### src/rtl/twtm_ram.sv
// Generic single write, single read RAM with registered read data.
// No dependencies.
module twtm_ram #(
	parameter int WIDTH = 8,
	parameter int DEPTH = 16
) (
	input  logic                     clk,
	input  logic                     we,
	input  logic [$clog2(DEPTH)-1:0] waddr,
	input  logic [WIDTH-1:0]         wdata,
	input  logic [$clog2(DEPTH)-1:0] raddr,
	output logic [WIDTH-1:0]         rdata
);
	logic [WIDTH-1:0] mem [DEPTH];

	always_ff @(posedge clk) begin
		if (we) begin
			mem[waddr] <= wdata;
		end
		rdata <= mem[raddr];
	end
endmodule

### config.mk
export PLATFORM = sky130hd
export DESIGN_NAME = twtm_ram
export DESIGN_NICKNAME = d
export VERILOG_FILES = /design/src/rtl/twtm_ram.sv
export SDC_FILE = /design/constraint.sdc
export NUM_CORES = 1
export LEC_CHECK = 0
export BUFFER_PORTS_ARGS = -buffer_cell sky130_fd_sc_hd__clkbuf_2
export CAP_MARGIN = 20
export CORE_ASPECT_RATIO = 1.75
export CORE_MARGIN = 4
export CORE_UTILIZATION = 50
export CTS_CLUSTER_DIAMETER = 120
export CTS_CLUSTER_SIZE = 14
export DETAILED_ROUTE_END_ITERATION = 10
export PLACE_DENSITY_LB_ADDON = 0.1
export SYNTH_ARGS = -nofsm -noshare
export SYNTH_HDL_FRONTEND = slang
export SYNTH_SLANG_ARGS = --single-unit
### constraint.sdc
create_clock -name clk -period 3.65 [get_ports clk]
set_input_delay 0.365 -clock clk [delete_from_list [all_inputs] [get_ports clk]]
set_output_delay 0.365 -clock clk [all_outputs]
set_load 0.02 [all_outputs]
# Yosys cells after proc, flatten, opt, wreduce, memory -nomap -nowiden
# Memory sizes are Yosys's and may differ from the RTL's. A register that Yosys moved wholly into a read port is not among the register bits.
# Index checks and enable logic that the tools add are counted.
op_classes:
  addsub: 0
  n_mul: 0
  div: 0
  order_cmp: 0
  n_eq_ne: 0
  shift: 0
  n_mux: 2
  n_bitwise: 0
  n_reduce_logical: 0
ops:
  columns: ["cell", "count"]
  rows:
  - ["$mux 1", 2]
totals:
  regBits: 0
  latch_bits: 0
  mem_bits_rw: 128
  mem_bits_ro: 0
  inputBits: 18
  output_inout_bits: 8
  elab_cells: 3
  mem_count: 1
memory_table:
  columns: ["name", "depth", "width", "read_ports", "rd_clocked_by_memory_dff", "wr", "line_no", "source"]
  rows:
  - ["mem", 16, 8, 1, 1, 1, "14", "logic [WIDTH-1:0] mem [DEPTH];"]

# Depth between registers and ports, before layout
depth:
  depth_word: 2
  ltp_mapped: 5
  depth_no_buf: 3

# Worst setup path before layout
# OpenSTA, ideal clock, no wires.
synth_timing:
  kind: "input -> register"
  start: "in waddr[2]"
  end: "mem mem[0][0], enable pin"
  setup_time_ns: 0.383
  t_arrival_ns: 1.475
  required_ns: 3.267
  setup_slack_ns: 1.792
  cell_stages: 2
  n_path_buf: 0
  cell_sequence: "or3b_2 nor3_1"
synth_rtl:
  columns: ["element", "line_no", "source"]
  rows:
  - ["start: declaration", "9", "input logic [$clog2(DEPTH)-1:0] waddr,"]
  - ["end: declaration", "14", null]
# Straight into the memory's write port.

==> reports/results.ini <==
[outcome]
status = finished clean

[clock_tree]
clk_latency_ns = 0.41
cts_buffers = 17
cts.repair.resized = 0
clockBufferDepth = 2
cts_tree = built
cts_root_buf = clkbuf_16
cts.hold.buffers_added = 0
cts_setup_buffers = 0
h-tree-depth = 4
cts_sinks = 136
path_clk_slew_ns = 0.06

[pwr]
power.leakage_nw = 2.04
totalPowerFinal_mw = 3.79
power_density_mw_per_mm2 = 627
irDropWorstVdd_mv = 0.440

[yosys]
synthesis.nets = 247
synth_warnings = 0
synthesis.area_mm2 = 0.00515
synth_area_per_cell_um2 = 22.5
synth_cells = 229
ys_seq_area_share_pct = 77.8
synth_cell_types = 19
ys_ff_latch = 136

[route]
drc = 0
wl_um = 9770
viasPerCell = 5.68
ant_nets = 0
wire_per_inst_um = 24.1
first_pass_iters = 5
vias = 2308
drtIter0Drc = 197

[global_routing]
first_global_vias = 2520
antenna_found_initial = 0
grt_pass1_wl_um = 15400
grt_remaining_overflow = 0
track_usage_pct = 18.2
grt_max_degree = 33

[worst_setup_path]
r2r-start = mem[5][2]$_DFFE_PP_
worst-setup-path-type = in2reg
worstSetupEndpoint = rdata[4]$_DFF_P_
worstReg2RegEnd = rdata[2]$_DFF_P_
cp-startpoint = raddr[0]
r2r_cells = 3
cp_max_fo = 21
worst-r2r-setup-slack_ns = 2.32
required_ns = 3.94
critPathArrivalTime_ns = 2.13
crit_path_start_kind = input port
cp-end-kind = flip-flop

[floorplanning]
die_w_um = 84.7
start_util_pct = 51.6
design.core.area_mm2 = 0.00997
ios = 26
row_count = 48
die_area_mm2 = 0.0120
die-height_um = 142

[layout]
seq_area_mm2 = 0.00400
finalNonFillerCells = 406
fill_cells = 739
layout-drive-gt1-share_pct = 28.5
area_delta_synth_final_pct = 17.4
diodes = 0
layout.nets = 286
multiInputGateArea_mm2 = 0.00106

[timing]
skew_ns = 0.0119
rsz0062_at_grt = no
finalSetupTns_ns = 0
drv_slew = 0
hold_viol = 0
fmax_mhz = 543
tightestPinTransition_ns = 1.06
setup_violations = 0
fin_crit_ns = 1.84
fin_ws_ns = 1.81
final.period_utilization_pct = 50.4
slew_headroom_pct = 29.0

[placement]
port_buffers = 25
dp.cells = 374
gp_congestion = 0.743
dp_slack_ns = 1.35
post-dp-hpwl_um = 6460

[run]
cap_violations = 0

[worst_hold_path]
hold_class = in2reg

-- synth_stat cells, drive strengths merged --
cell | n | area [um^2]
nand3 | 1 | 5.00
nor2b | 1 | 6.26
nand3b | 2 | 15.0
a22oi | 16 | 120
clkdlybuf4s25 | 3 | 30.0
nand2b | 2 | 12.5
or3b | 1 | 8.76
mux4 | 32 | 773
and2b | 1 | 7.51
dfxtp | 8 | 160
nor2 | 13 | 48.8
nand2 | 9 | 33.8
edfxtp | 128 | 3840
buf | 7 | 56.3
and2 | 1 | 6.26
nor3 | 4 | 20.0
-- sequential cells by signal, summed over array words and instances (netlist names) --
signal  count
mem       128
rdata       8
-- area by class of cell --
class | count | area share, %
Clock inverter | 15 | 3.83
Clock buffer | 17 | 7.04
Tap cell | 125 | 2.59
Timing Repair Buffer | 30 | 2.69
Multi-Input combinational cell | 83 | 17.6
Sequential cell | 136 | 66.3
-- how the worst min path moves through the flow --
stage	startpoint	end	slack (ns)	depth (start not counted)
2_1_floorplan	wdata[0]	mem[0][0]$_DFFE_PP_	0.46	0
3_3_place_gp	mem[11][4]$_DFFE_PP_	rdata[4]$_DFF_P_	0.65	3
3_5_place_dp	mem[12][2]$_DFFE_PP_	rdata[2]$_DFF_P_	0.66	3
4_1_cts	wdata[7]	mem[14][7]$_DFFE_PP_	0.35	1
5_1_grt	wdata[7]	mem[14][7]$_DFFE_PP_	0.38	1
6_report	wdata[7]	mem[14][7]$_DFFE_PP_	0.37	1
-- cell usage in the layout (no fill, tap or decap), types with 2 or more instances in the layout --
cell / n
a22oi_1: 16
buf_4: 5
bufinv_16: 6
clkbuf_16: 17
clkbuf_2: 25
clkinv_1: 2
clkinv_2: 4
clkinvlp_4: 2
dfxtp_1: 8
edfxtp_1: 128
mux4_1: 14
mux4_2: 18
nand2_1: 9
nand2b_1: 2
nand3b_1: 2
nor2_1: 13
nor3_1: 3
-- stage by stage --
step / cell area [um^2] / hold slack, ns / utilization [%]
after floorplan: 5150 / 0.464 / -
after global placement: 5390 / 0.653 / 54.0
after detailed placement: 5390 / 0.663 / 54.0
after CTS: 6040 / 0.346 / 60.6
after global routing: 6040 / 0.383 / 60.6
final: 6040 / 0.366 / 60.6
-- cell families (layout without fill, tap and decap cells) --
| logic type | Yosys count | count (layout) | synth area share, % |
|---|---|---|---|
| DFF | 136 | 136 | 77.8 |
| and+or+nand+nor | 35 | 35 | 3.18 |
| muxes | 32 | 32 | 15.0 |
| AOI/OAI and AO/OA | 16 | 16 | 2.33 |
| buffers and inverters | 10 | 62 | 1.68 |
-- metal layers --
metal,track usage (%),share of wire [%],vias to the layer above
li1,-,-,1053
met2,31.7,56,60
met5,0,0,-
met4,7.26,0.76,0
met1,21.5,40,1190
met3,4.81,3.4,5
-- worst max-delay path, cell delays in order --
cell      delay, ns
clkbuf_2       0.59
buf_4          0.31
mux4_1         0.58
a22oi_1        0.20
nand2_1        0.08
-- report_power, final --
part,leakage [nW],internal (mW),switching (mW)
clock,0.317,1.27,0.601
combinational,0.501,0.0641,0.0990
sequential,1.22,1.75,0.00943
total,2.04,3.08,0.710
Note: power is estimated with default switching activity, not from simulation.
